--- src/design/shg_pkg.sv ---
// Shared types and constants for the scrambled Halton generator.
// No dependencies.
package shg_pkg;

   localparam int DIM_W   = 3;   // dimension field width
   localparam int DGT_W   = 5;   // digit / permutation entry width
   localparam int IDX_W   = 6;   // digit position, covers up to 64 digits
   localparam int CLR_W   = 9;   // clearing sweep index, up to 512 entries
   localparam int WORD_W  = 32;
   localparam int DIV_STEPS = 4; // 8 quotient bits per step
   localparam int STEP_W  = 2;

   typedef enum logic [1:0] {
      FN_ADV  = 2'd0,
      FN_LEAP = 2'd1,
      FN_PERM = 2'd2,
      FN_LOAD = 2'd3
   } func_type;

   typedef enum logic [3:0] {
      OP_NONE,
      OP_CLEAR,
      OP_RD_DIGIT,
      OP_ADV_WR,
      OP_RD_PERM,
      OP_PERM_WR,
      OP_LD_INIT,
      OP_DIV_STEP,
      OP_LD_WR,
      OP_ACC_CLR,
      OP_SUM_LD,
      OP_EMIT
   } op_type;

   typedef struct packed {
      op_type           op;
      logic [DIM_W-1:0] dim;
      logic [IDX_W-1:0] idx;
      logic [CLR_W-1:0] clr;
      logic             last;
   } cmd_type;

   typedef struct packed {
      logic digit_top;   // digit read last cycle is base-1
      logic out_free;    // result register can take a beat
   } status_type;

   function automatic logic [DGT_W-1:0] prime_of(input logic [DIM_W-1:0] d);
      logic [DGT_W-1:0] p;
      case (d)
         3'd0: p = 5'd2;
         3'd1: p = 5'd3;
         3'd2: p = 5'd5;
         3'd3: p = 5'd7;
         3'd4: p = 5'd11;
         3'd5: p = 5'd13;
         3'd6: p = 5'd17;
         default: p = 5'd19;
      endcase
      return p;
   endfunction

endpackage

--- src/design/shg_if.sv ---
// Request and response channel interfaces.
// Depends on shg_pkg.
interface shg_req_if import shg_pkg::*; ();
   logic              valid;
   logic              ready;
   logic [1:0]        func;
   logic [DIM_W-1:0]  dim;
   logic [4:0]        entry_index;
   logic [4:0]        entry_value;
   logic [WORD_W-1:0] start_index;
   modport source (output valid, func, dim, entry_index, entry_value, start_index,
                   input ready);
   modport sink   (input valid, func, dim, entry_index, entry_value, start_index,
                   output ready);
endinterface

interface shg_rsp_if import shg_pkg::*; ();
   logic              valid;
   logic              ready;
   logic [DIM_W-1:0]  out_dim;
   logic [WORD_W-1:0] sample;
   logic              last;
   modport source (output valid, out_dim, sample, last, input ready);
   modport sink   (input valid, out_dim, sample, last, output ready);
endinterface

--- src/design/shg_ram.sv ---
// Generic single-write, single-read RAM with registered read data.
// No dependencies.
module shg_ram #(
   parameter int WIDTH = 8,
   parameter int DEPTH = 256
) (
   input  logic                     clock,
   input  logic                     we,
   input  logic [$clog2(DEPTH)-1:0] waddr,
   input  logic [WIDTH-1:0]         wdata,
   input  logic [$clog2(DEPTH)-1:0] raddr,
   output logic [WIDTH-1:0]         rdata
);
   logic [WIDTH-1:0] mem [DEPTH];
   logic [WIDTH-1:0] rdata_ff;

   always_ff @(posedge clock) begin
      if (we) begin
         mem[waddr] <= wdata;
      end
      rdata_ff <= mem[raddr];
   end

   assign rdata = rdata_ff;
endmodule

--- src/design/shg_datapath.sv ---
// Datapath: digit and permutation memories, shared 8-bit-per-cycle divider,
// input latch and result register. Depends on shg_pkg and shg_ram.
module shg_datapath import shg_pkg::*; #(
   parameter int DIMS   = 8,
   parameter int DIGITS = 32
) (
   input  logic              clock,
   input  logic              reset,
   input  logic              take,
   input  logic [4:0]        in_entry_index,
   input  logic [4:0]        in_entry_value,
   input  logic [WORD_W-1:0] in_start_index,
   input  cmd_type           cmd,
   output status_type        status,
   input  logic              rsp_ready,
   output logic              rsp_valid,
   output logic [DIM_W-1:0]  rsp_out_dim,
   output logic [WORD_W-1:0] rsp_sample,
   output logic              rsp_last
);
   localparam int DDEPTH = DIMS * DIGITS;
   localparam int PDEPTH = DIMS * 32;
   localparam int DA_W   = $clog2(DDEPTH);
   localparam int PA_W   = $clog2(PDEPTH);

   logic [4:0]        ei_ff, ev_ff;
   logic [WORD_W-1:0] start_ff;
   logic [WORD_W-1:0] dvd_ff, dvd_in;
   logic [DGT_W-1:0]  rem_ff, rem_in;
   logic              rsp_valid_ff;
   logic [DIM_W-1:0]  out_dim_ff;
   logic [WORD_W-1:0] sample_ff;
   logic              last_ff;

   logic [DGT_W-1:0]  base;
   logic [DGT_W-1:0]  digit_rd, perm_rd;
   logic              d_we, p_we;
   logic [DA_W-1:0]   d_addr, d_waddr;
   logic [PA_W-1:0]   p_waddr, p_raddr;
   logic [DGT_W-1:0]  d_wdata, p_wdata;
   logic              out_free;
   logic [WORD_W+DGT_W-1:0] div_res;

   // eight restoring division steps on a narrow remainder
   function automatic logic [WORD_W+DGT_W-1:0] div8(input logic [DGT_W-1:0] r,
                                                    input logic [WORD_W-1:0] q,
                                                    input logic [DGT_W-1:0] b);
      logic [DGT_W:0]    t;
      logic [WORD_W-1:0] qq;
      t  = {1'b0, r};
      qq = q;
      for (int i = 0; i < 8; i++) begin
         t  = {t[DGT_W-1:0], qq[WORD_W-1]};
         qq = {qq[WORD_W-2:0], 1'b0};
         if (t >= {1'b0, b}) begin
            t     = t - {1'b0, b};
            qq[0] = 1'b1;
         end
      end
      return {t[DGT_W-1:0], qq};
   endfunction

   assign base     = prime_of(cmd.dim);
   assign out_free = !rsp_valid_ff || rsp_ready;
   assign div_res  = div8(rem_ff, dvd_ff, base);
   assign d_addr   = DA_W'(int'(cmd.dim) * DIGITS + int'(cmd.idx));

   always_comb begin
      d_we    = 1'b0;
      d_waddr = d_addr;
      d_wdata = '0;
      p_we    = 1'b0;
      p_waddr = PA_W'(int'(cmd.dim) * 32 + int'(ei_ff));
      p_wdata = ev_ff;
      p_raddr = PA_W'(int'(cmd.dim) * 32 + int'(digit_rd));
      dvd_in  = dvd_ff;
      rem_in  = rem_ff;
      case (cmd.op)
         OP_CLEAR: begin
            d_we    = int'(cmd.clr) < DDEPTH;
            d_waddr = cmd.clr[DA_W-1:0];
            p_we    = int'(cmd.clr) < PDEPTH;
            p_waddr = cmd.clr[PA_W-1:0];
            p_wdata = cmd.clr[DGT_W-1:0];
         end
         OP_ADV_WR: begin
            d_we    = 1'b1;
            d_wdata = status.digit_top ? '0 : digit_rd + 1'b1;
         end
         OP_PERM_WR: p_we = (ei_ff < base) && (ev_ff < base);
         OP_LD_INIT: begin
            dvd_in = start_ff - 1'b1;
            rem_in = '0;
         end
         OP_DIV_STEP: begin
            dvd_in = div_res[WORD_W-1:0];
            rem_in = div_res[WORD_W+DGT_W-1:WORD_W];
         end
         OP_LD_WR: begin
            d_we    = 1'b1;
            d_wdata = rem_ff;
            rem_in  = '0;
         end
         OP_ACC_CLR: dvd_in = '0;
         OP_SUM_LD:  rem_in = perm_rd;
         default: ;
      endcase
   end

   assign status.digit_top = (digit_rd == base - 1'b1);
   assign status.out_free  = out_free;

   shg_ram #(.WIDTH(DGT_W), .DEPTH(DDEPTH)) u_digits (
      .clock(clock), .we(d_we), .waddr(d_waddr), .wdata(d_wdata),
      .raddr(d_addr), .rdata(digit_rd)
   );

   shg_ram #(.WIDTH(DGT_W), .DEPTH(PDEPTH)) u_perm (
      .clock(clock), .we(p_we), .waddr(p_waddr), .wdata(p_wdata),
      .raddr(p_raddr), .rdata(perm_rd)
   );

   always_ff @(posedge clock) begin
      if (take) begin
         ei_ff    <= in_entry_index;
         ev_ff    <= in_entry_value;
         start_ff <= in_start_index;
      end
      dvd_ff <= dvd_in;
      rem_ff <= rem_in;
      if (cmd.op == OP_EMIT && out_free) begin
         out_dim_ff <= cmd.dim;
         sample_ff  <= dvd_ff;
         last_ff    <= cmd.last;
      end
      if (reset) begin
         rsp_valid_ff <= 1'b0;
      end else if (cmd.op == OP_EMIT && out_free) begin
         rsp_valid_ff <= 1'b1;
      end else if (rsp_ready) begin
         rsp_valid_ff <= 1'b0;
      end
   end

   assign rsp_valid   = rsp_valid_ff;
   assign rsp_out_dim = out_dim_ff;
   assign rsp_sample  = sample_ff;
   assign rsp_last    = last_ff;
endmodule

--- src/design/shg_ctrl.sv ---
// Controller: sequences clearing, start loads, permutation writes, digit
// walks and radical-inverse sums. Depends on shg_pkg.
module shg_ctrl import shg_pkg::*; #(
   parameter int DIMS   = 8,
   parameter int DIGITS = 32,
   parameter int LEAP   = 727
) (
   input  logic             clock,
   input  logic             reset,
   input  logic             req_valid,
   output logic             req_ready,
   input  logic [1:0]       req_func,
   input  logic [DIM_W-1:0] req_dim,
   output cmd_type          cmd,
   input  status_type       status
);
   localparam int CLR_N = (DIMS * DIGITS > DIMS * 32) ? DIMS * DIGITS : DIMS * 32;
   localparam int LC_W  = $clog2(LEAP + 1);

   typedef enum logic [3:0] {
      S_CLEAR, S_IDLE, S_PERM, S_LD_INIT, S_LD_DIV, S_LD_WR,
      S_ADV_RD, S_ADV_WR, S_SUM_INIT, S_SUM_RDD, S_SUM_RDP,
      S_SUM_DIVLD, S_SUM_DIV, S_EMIT
   } state_type;

   state_type         state_ff, state_in;
   logic [DIM_W-1:0]  d_ff, d_in;
   logic [IDX_W-1:0]  j_ff, j_in;
   logic [STEP_W-1:0] step_ff, step_in;
   logic [CLR_W-1:0]  clr_ff, clr_in;
   logic [LC_W-1:0]   leap_ff, leap_in;

   localparam logic [DIM_W-1:0]  D_TOP = DIM_W'(DIMS - 1);
   localparam logic [IDX_W-1:0]  J_TOP = IDX_W'(DIGITS - 1);
   localparam logic [STEP_W-1:0] S_TOP = STEP_W'(DIV_STEPS - 1);

   always_comb begin
      state_in = state_ff;
      d_in     = d_ff;
      j_in     = j_ff;
      step_in  = step_ff;
      clr_in   = clr_ff;
      leap_in  = leap_ff;
      unique case (state_ff)
         S_CLEAR: begin
            clr_in = clr_ff + 1'b1;
            if (clr_ff == CLR_W'(CLR_N - 1)) state_in = S_IDLE;
         end
         S_IDLE: begin
            if (req_valid) begin
               d_in = '0;
               j_in = '0;
               leap_in = '0;
               case (func_type'(req_func))
                  FN_ADV:  state_in = S_ADV_RD;
                  FN_LEAP: begin
                     leap_in  = LC_W'(LEAP - 1);
                     state_in = S_ADV_RD;
                  end
                  FN_PERM: begin
                     d_in = req_dim;
                     if (int'(req_dim) < DIMS) state_in = S_PERM;
                  end
                  default: begin
                     d_in = req_dim;
                     if (int'(req_dim) < DIMS) state_in = S_LD_INIT;
                  end
               endcase
            end
         end
         S_PERM: state_in = S_IDLE;
         S_LD_INIT: begin
            step_in  = '0;
            state_in = S_LD_DIV;
         end
         S_LD_DIV: begin
            step_in = step_ff + 1'b1;
            if (step_ff == S_TOP) state_in = S_LD_WR;
         end
         S_LD_WR: begin
            step_in = '0;
            if (j_ff == J_TOP) begin
               state_in = S_IDLE;
            end else begin
               j_in     = j_ff + 1'b1;
               state_in = S_LD_DIV;
            end
         end
         S_ADV_RD: state_in = S_ADV_WR;
         S_ADV_WR: begin
            state_in = S_ADV_RD;
            if (status.digit_top && j_ff != J_TOP) begin
               j_in = j_ff + 1'b1;
            end else if (d_ff != D_TOP) begin
               d_in = d_ff + 1'b1;
               j_in = '0;
            end else if (leap_ff != '0) begin
               leap_in = leap_ff - 1'b1;
               d_in    = '0;
               j_in    = '0;
            end else begin
               d_in     = '0;
               state_in = S_SUM_INIT;
            end
         end
         S_SUM_INIT: begin
            j_in     = J_TOP;
            state_in = S_SUM_RDD;
         end
         S_SUM_RDD: state_in = S_SUM_RDP;
         S_SUM_RDP: state_in = S_SUM_DIVLD;
         S_SUM_DIVLD: begin
            step_in  = '0;
            state_in = S_SUM_DIV;
         end
         S_SUM_DIV: begin
            step_in = step_ff + 1'b1;
            if (step_ff == S_TOP) begin
               if (j_ff == '0) begin
                  state_in = S_EMIT;
               end else begin
                  j_in     = j_ff - 1'b1;
                  state_in = S_SUM_RDD;
               end
            end
         end
         S_EMIT: begin
            if (status.out_free) begin
               if (d_ff == D_TOP) begin
                  state_in = S_IDLE;
               end else begin
                  d_in     = d_ff + 1'b1;
                  state_in = S_SUM_INIT;
               end
            end
         end
         default: state_in = S_IDLE;
      endcase
   end

   always_ff @(posedge clock) begin
      if (reset) begin
         state_ff <= S_CLEAR;
         d_ff     <= '0;
         j_ff     <= '0;
         step_ff  <= '0;
         clr_ff   <= '0;
         leap_ff  <= '0;
      end else begin
         state_ff <= state_in;
         d_ff     <= d_in;
         j_ff     <= j_in;
         step_ff  <= step_in;
         clr_ff   <= clr_in;
         leap_ff  <= leap_in;
      end
   end

   always_comb begin
      cmd.dim  = d_ff;
      cmd.idx  = j_ff;
      cmd.clr  = clr_ff;
      cmd.last = (d_ff == D_TOP);
      unique case (state_ff)
         S_CLEAR:              cmd.op = OP_CLEAR;
         S_PERM:               cmd.op = OP_PERM_WR;
         S_LD_INIT:            cmd.op = OP_LD_INIT;
         S_LD_DIV, S_SUM_DIV:  cmd.op = OP_DIV_STEP;
         S_LD_WR:              cmd.op = OP_LD_WR;
         S_ADV_RD, S_SUM_RDD:  cmd.op = OP_RD_DIGIT;
         S_ADV_WR:             cmd.op = OP_ADV_WR;
         S_SUM_INIT:           cmd.op = OP_ACC_CLR;
         S_SUM_RDP:            cmd.op = OP_RD_PERM;
         S_SUM_DIVLD:          cmd.op = OP_SUM_LD;
         S_EMIT:               cmd.op = OP_EMIT;
         default:              cmd.op = OP_NONE;
      endcase
   end

   assign req_ready = (state_ff == S_IDLE);

`ifndef SYNTHESIS
   a_adv_start: assert property (@(posedge clock) disable iff (reset)
      (state_ff == S_IDLE && req_valid && func_type'(req_func) == FN_ADV)
      |=> state_ff == S_ADV_RD)
      else $error("advance did not start a digit walk");

   a_emit_done: assert property (@(posedge clock) disable iff (reset)
      (state_ff == S_EMIT && status.out_free && d_ff == D_TOP)
      |=> state_ff == S_IDLE)
      else $error("last dimension emitted but not idle");

   a_sum_down: assert property (@(posedge clock) disable iff (reset)
      (state_ff == S_SUM_DIV && step_ff == S_TOP && j_ff != '0)
      |=> (state_ff == S_SUM_RDD && j_ff == $past(j_ff) - 1'b1))
      else $error("sum did not step to next lower digit");
`endif
endmodule

--- src/design/scrambled_halton_generator.sv ---
// Scrambled Halton generator, one digit counter per dimension in its prime base.
// Start load: an init step, then for each digit the divider steps and a digit write.
// Advance: an accept, a digit walk that reads and writes each touched digit per
// dimension, then per emitted dimension a sum on the shared 8-bit-per-cycle divider;
// a leap repeats the walk LEAP times. Permutation write: accept, then write.
// One item in flight at a time. Reset first clears max(DIMS*DIGITS, DIMS*32) entries.
module scrambled_halton_generator import shg_pkg::*; #(
   parameter int DIMS   = 8,
   parameter int DIGITS = 32,
   parameter int LEAP   = 727
) (
   input logic         clock,
   input logic         reset,
   shg_req_if.sink     req,
   shg_rsp_if.source   rsp
);
   cmd_type    cmd;
   status_type status;
   logic       take;

   assign take = req.valid && req.ready;

   shg_ctrl #(.DIMS(DIMS), .DIGITS(DIGITS), .LEAP(LEAP)) u_ctrl (
      .clock(clock), .reset(reset),
      .req_valid(req.valid), .req_ready(req.ready),
      .req_func(req.func), .req_dim(req.dim),
      .cmd(cmd), .status(status)
   );

   shg_datapath #(.DIMS(DIMS), .DIGITS(DIGITS)) u_dp (
      .clock(clock), .reset(reset), .take(take),
      .in_entry_index(req.entry_index),
      .in_entry_value(req.entry_value), .in_start_index(req.start_index),
      .cmd(cmd), .status(status),
      .rsp_ready(rsp.ready), .rsp_valid(rsp.valid),
      .rsp_out_dim(rsp.out_dim), .rsp_sample(rsp.sample), .rsp_last(rsp.last)
   );
endmodule
--- src/flat_wrapper.sv ---
// flat-port wrapper written by rule: the top's interface ports become plain ports
module scrambled_halton_generator_flat import shg_pkg::*;
#(
   parameter int DIMS   = 8,
   parameter int DIGITS = 32,
   parameter int LEAP   = 727
)
  (clock, reset, req_valid, req_func, req_dim, req_entry_index, req_entry_value, req_start_index, req_ready, rsp_valid, rsp_out_dim, rsp_sample, rsp_last, rsp_ready);
  shg_req_if req_i ();
  shg_rsp_if rsp_i ();
  input logic clock;
  input logic reset;
  input wire logic [$bits(req_i.valid)-1:0] req_valid;
  input wire logic [$bits(req_i.func)-1:0] req_func;
  input wire logic [$bits(req_i.dim)-1:0] req_dim;
  input wire logic [$bits(req_i.entry_index)-1:0] req_entry_index;
  input wire logic [$bits(req_i.entry_value)-1:0] req_entry_value;
  input wire logic [$bits(req_i.start_index)-1:0] req_start_index;
  output wire logic [$bits(req_i.ready)-1:0] req_ready;
  output wire logic [$bits(rsp_i.valid)-1:0] rsp_valid;
  output wire logic [$bits(rsp_i.out_dim)-1:0] rsp_out_dim;
  output wire logic [$bits(rsp_i.sample)-1:0] rsp_sample;
  output wire logic [$bits(rsp_i.last)-1:0] rsp_last;
  input wire logic [$bits(rsp_i.ready)-1:0] rsp_ready;
  assign req_i.valid = req_valid;
  assign req_i.func = req_func;
  assign req_i.dim = req_dim;
  assign req_i.entry_index = req_entry_index;
  assign req_i.entry_value = req_entry_value;
  assign req_i.start_index = req_start_index;
  assign req_ready = req_i.ready;
  assign rsp_valid = rsp_i.valid;
  assign rsp_out_dim = rsp_i.out_dim;
  assign rsp_sample = rsp_i.sample;
  assign rsp_last = rsp_i.last;
  assign rsp_i.ready = rsp_ready;
  scrambled_halton_generator #(.DIMS(DIMS), .DIGITS(DIGITS), .LEAP(LEAP)) u_core (.clock(clock), .reset(reset), .req(req_i), .rsp(rsp_i));
endmodule
--- config.mk ---
export PLATFORM = sky130hd
export DESIGN_NAME = scrambled_halton_generator_flat
export DESIGN_NICKNAME = d
export VERILOG_FILES = /design/src/design/shg_pkg.sv /design/src/design/shg_if.sv /design/src/design/shg_ram.sv /design/src/design/shg_datapath.sv /design/src/design/shg_ctrl.sv /design/src/design/scrambled_halton_generator.sv /design/src/flat_wrapper.sv
export SDC_FILE = /design/constraint.sdc
export NUM_CORES = 2
export LEC_CHECK = 0
export BUFFER_PORTS_ARGS = -buffer_cell sky130_fd_sc_hd__buf_2
export CORE_AREA = 2 2 420 422
export CTS_CLUSTER_DIAMETER = 60
export CTS_CLUSTER_SIZE = 25
export DETAILED_ROUTE_END_ITERATION = 12
export DIE_AREA = 0 0 422 424
export HOLD_SLACK_MARGIN = 0.02
export PLACE_DENSITY = 0.85
export SLEW_MARGIN = 25
export SYNTH_ARGS = -nofsm -noshare
export SYNTH_HDL_FRONTEND = slang
export SYNTH_SLANG_ARGS = --single-unit
--- constraint.sdc ---
create_clock -name clock -period 19.45 [get_ports clock]
set_clock_uncertainty 0.2 [all_clocks]
set_input_delay 1.945 -clock clock [delete_from_list [all_inputs] [get_ports clock]]
set_output_delay 1.945 -clock clock [all_outputs]
set_load 0.02 [all_outputs]
==> impl_metrics.py <==
metrics = {
    "job": {
        "cap_viol_max_count": 0,
    },
    "critical_path": {
        "cp_max_fo": 31,
        "critPathRequiredTime_ns": 19.86,
        "cp-start-kind": "flop",
        "endpoint_kind": "flop",
        "critPathMaxStageDelay_ns": 0.67,
        "path_buf_inv": 5,
        "slowest_stage": "a2111oi_1",
        "cp_common_cell": "a21oi_1",
        "path_class": "flop to flop",
        "cp_top_family": "compound AO/OA/AOI/OAI gates",
        "critPathArrivalTime_ns": 18.81,
    },
    "clock_tree": {
        "clockRootBuffer": "clkbuf_16",
        "htree_levels": 4,
        "cts.hold.buffers_added": 0,
        "clock_path_buffers": 3,
        "cts_tree": "yes",
        "numClockSinks": 2724,
        "postCtsSetupBuffers": 0,
        "clkTransAtPathRegs_ns": 0.09,
        "clk_latency_ns": 0.89,
        "cts-buffers-inserted": 151,
        "cts_resized": 0,
    },
    "layout": {
        "synthToLayoutAreaGrowth_pct": 7.853,
        "multi_input_area_um2": 26980,
        "drive_above_1_share_pct": 24.46,
        "instances_no_fill": 7832,
        "fin_util_pct": 67.48,
        "nets": 5501,
        "seqCellArea_um2": 81340,
        "nFillCells": 10047,
    },
    "timing": {
        "finalSetupTns_ns": 0,
        "slew_viol_final": 0,
        "clock.fmax_mhz": 54.34,
        "rsz0062_at_grt": "no",
        "finalCritPeriodShare_pct": 94.62,
        "timing.slew.headroom_pct": 25.19,
        "fin_ws_ns": 1.046,
        "worstMarginPinSlew_ns": 1.122,
        "layout_min_cycle_time_ns": 18.40,
        "hold_viol": 0,
        "setup_viol": 0,
    },
    "place": {
        "gp_congestion": 0.8784,
        "dp_hpwl_um": 162200,
        "dp_slack_ns": 1.302,
        "dp.cells": 7553,
        "numPortBuffers": 88,
    },
    "grt": {
        "track_usage_pct": 32.88,
        "antenna_found_initial": 11,
        "grt_pass1_vias": 57928,
        "grt_max_degree": 257,
        "grt_pass1_wl_um": 419800,
        "grt_overflow": 0,
    },
    "logic_synthesis": {
        "yosysTopAreaCell": "edfxtp_1",
        "synthArstFlopShare_pct": 0,
        "synth_seq_area_share_pct": 74.27,
        "yosys_warnings": 0,
        "syn_area_per_cell_um2": 20.55,
        "synth_top_area_share_pct": 73.38,
        "synthCells": 5326,
        "synth.distinct_cells": 78,
        "synth_top_flop_cell": "edfxtp_1",
        "synth.cell_area_um2": 109500,
        "synthTopCellsByArea": "edfxtp_1, mux4_2, nor2_1",
        "synth-edff-count": 2675,
        "ys_seq_elements": 2724,
        "synth_fp_nets": 5454,
    },
    "floorplan": {
        "row_count": 154,
        "die_h_um": 424,
        "start_util_pct": 62.57,
        "die-area_um2": 178900,
        "ios": 89,
        "core_area_um2": 175000,
        "die_width_um": 422,
    },
    "route": {
        "drt_wl_total_um": 298100,
        "drt_iter0_drc": 9922,
        "wl_met2_um": 148900,
        "via_count": 57866,
        "via_per_inst": 7.388,
        "wl_per_cell_um": 38.06,
        "route.met3.wl_um": 33910,
        "drtAntennaViolNets": 0,
        "drc": 0,
        "dr.pass1.iters": 6,
        "wl_met1_um": 93840,
        "routed.top_layer": "met5",
    },
    "run_status": {
        "status": "finished, final reports clean",
    },
    "hold_path": {
        "min_path_type": "flop to flop",
    },
}
[cell usage after synthesis (4+ instances only)]
cell / count
fa_1: 8
ha_1: 69
nand4_1: 8
and2_1: 6
o22ai_1: 11
edfxtp_1: 2675
a21oi_1: 56
o21ai_0: 77
a21o_1: 22
or3_1: 15
inv_1: 51
or4_1: 4
a31oi_1: 4
xnor2_1: 49
mux4_2: 850
o221ai_1: 4
o211ai_1: 7
nor2_1: 609
nor3_1: 28
nand3_1: 25
a221oi_1: 4
nor2b_1: 14
dfxtp_1: 49
a32oi_1: 4
mux2i_1: 15
mux2_2: 7
nand2b_1: 21
a211oi_1: 12
nand2_1: 180
a22oi_1: 6
nor4_1: 15
o21bai_1: 5
xor2_1: 28
o21a_1: 8
clkbuf_1: 218
nand3b_1: 7
and3_1: 7
buf_1: 76
a221o_1: 4
o31ai_1: 13
[cell families after synthesis]
family / after synthesis / synth area share (%)
compound gates: 265 / 1.575
fa+ha+maj: 77 / 0.9349
xor+xnor: 77 / 0.6161
mux: 874 / 17.73
simple gates: 956 / 3.641
buf+inv: 353 / 1.229
flops: 2724 / 74.27
[stage by stage]
stage / hold WS (ns) / instance area [um2]
3_3_place_gp: 0.2357 / 112700
5_1_grt: 0.2733 / 118100
4_1_cts: 0.2568 / 117800
3_5_place_dp: 0.2388 / 112700
2_1_floorplan: 0.2262 / 109500
6_report: 0.2599 / 118100
[final timing paths]
check,from,to,slack [ns],depth (start not counted)
worst max-delay path,u_core.u_ctrl.d_ff[0]$_SDFFE_PP0P_,u_core.u_dp.rem_ff[0]$_DFFE_PP_,1.05,68
worst min-delay path,u_core.u_dp.dvd_ff[26]$_DFFE_PP_,u_core.u_dp.rsp_sample[26]$_DFFE_PP_,0.26,0
worst max register to register,u_core.u_ctrl.d_ff[0]$_SDFFE_PP0P_,u_core.u_dp.rem_ff[0]$_DFFE_PP_,1.05,68
worst min register to register,u_core.u_dp.dvd_ff[26]$_DFFE_PP_,u_core.u_dp.rsp_sample[26]$_DFFE_PP_,0.26,0
[sequential cells by signal (all words and copies together), names as in the netlist]
name,count
u_core.u_ctrl.clr_ff,9
u_core.u_dp.rsp_out_dim,3
u_core.u_dp.rsp_sample,32
u_core.u_ctrl.j_ff,6
u_core.u_dp.u_digits.rdata,5
u_core.u_dp.u_perm.rdata,5
u_core.u_ctrl.step_ff,2
u_core.u_dp.ei_ff,5
u_core.u_dp.dvd_ff,32
u_core.u_ctrl.state_ff,4
u_core.u_ctrl.d_ff,3
u_core.u_dp.rsp_last,1
u_core.u_dp.u_digits.mem,1280
u_core.u_dp.u_perm.mem,1280
u_core.u_dp.rem_ff,5
u_core.u_dp.rsp_valid,1
u_core.u_ctrl.leap_ff,10
u_core.u_ctrl.cmd,4
u_core.u_dp.start_ff,32
u_core.u_dp.ev_ff,5
[placed cells by master (no fill, tap or decap), drive strengths merged, types with 6 or more instances in the layout]
cell type / instances
ha: 69
mux2: 8
fa: 8
dfxtp: 49
mux4: 850
mux2i: 16
buf: 195
and2: 10
nor3: 28
o21a: 8
a22oi: 6
nand3b: 7
and3: 7
diode: 6
clkinv: 47
a21oi: 58
bufinv: 9
a21o: 22
o21ai: 79
o31ai: 13
xor2: 28
nand4: 8
inv: 90
nand2b: 21
nand3: 26
or3: 15
xnor2: 49
nand2: 181
a211oi: 15
clkbuf: 168
nor4: 15
nor2b: 14
nor2: 609
o211ai: 7
edfxtp: 2675
o22ai: 11
[layer usage]
metal / vias up / global-route usage, %
met5: - / 0
met4: 10 / 17.98
met3: 1130 / 6.724
met2: 5306 / 54.47
met1: 29541 / 41.32
li1: 21879 / -
[final cells by class]
cell class,count,share of cell area [%]
diodes,6,0.01272
repair buffers,195,1.258
clock inverters,98,1.048
inverters,52,0.1653
flip-flops and latches,2724,68.89
clock buffers,168,3.290
well taps,2340,2.480
multi-input cells,2249,22.85
Power is left out: the tool's default activity adds up to more than one toggle a clock period on the data nets, which glitch-free logic cannot reach.
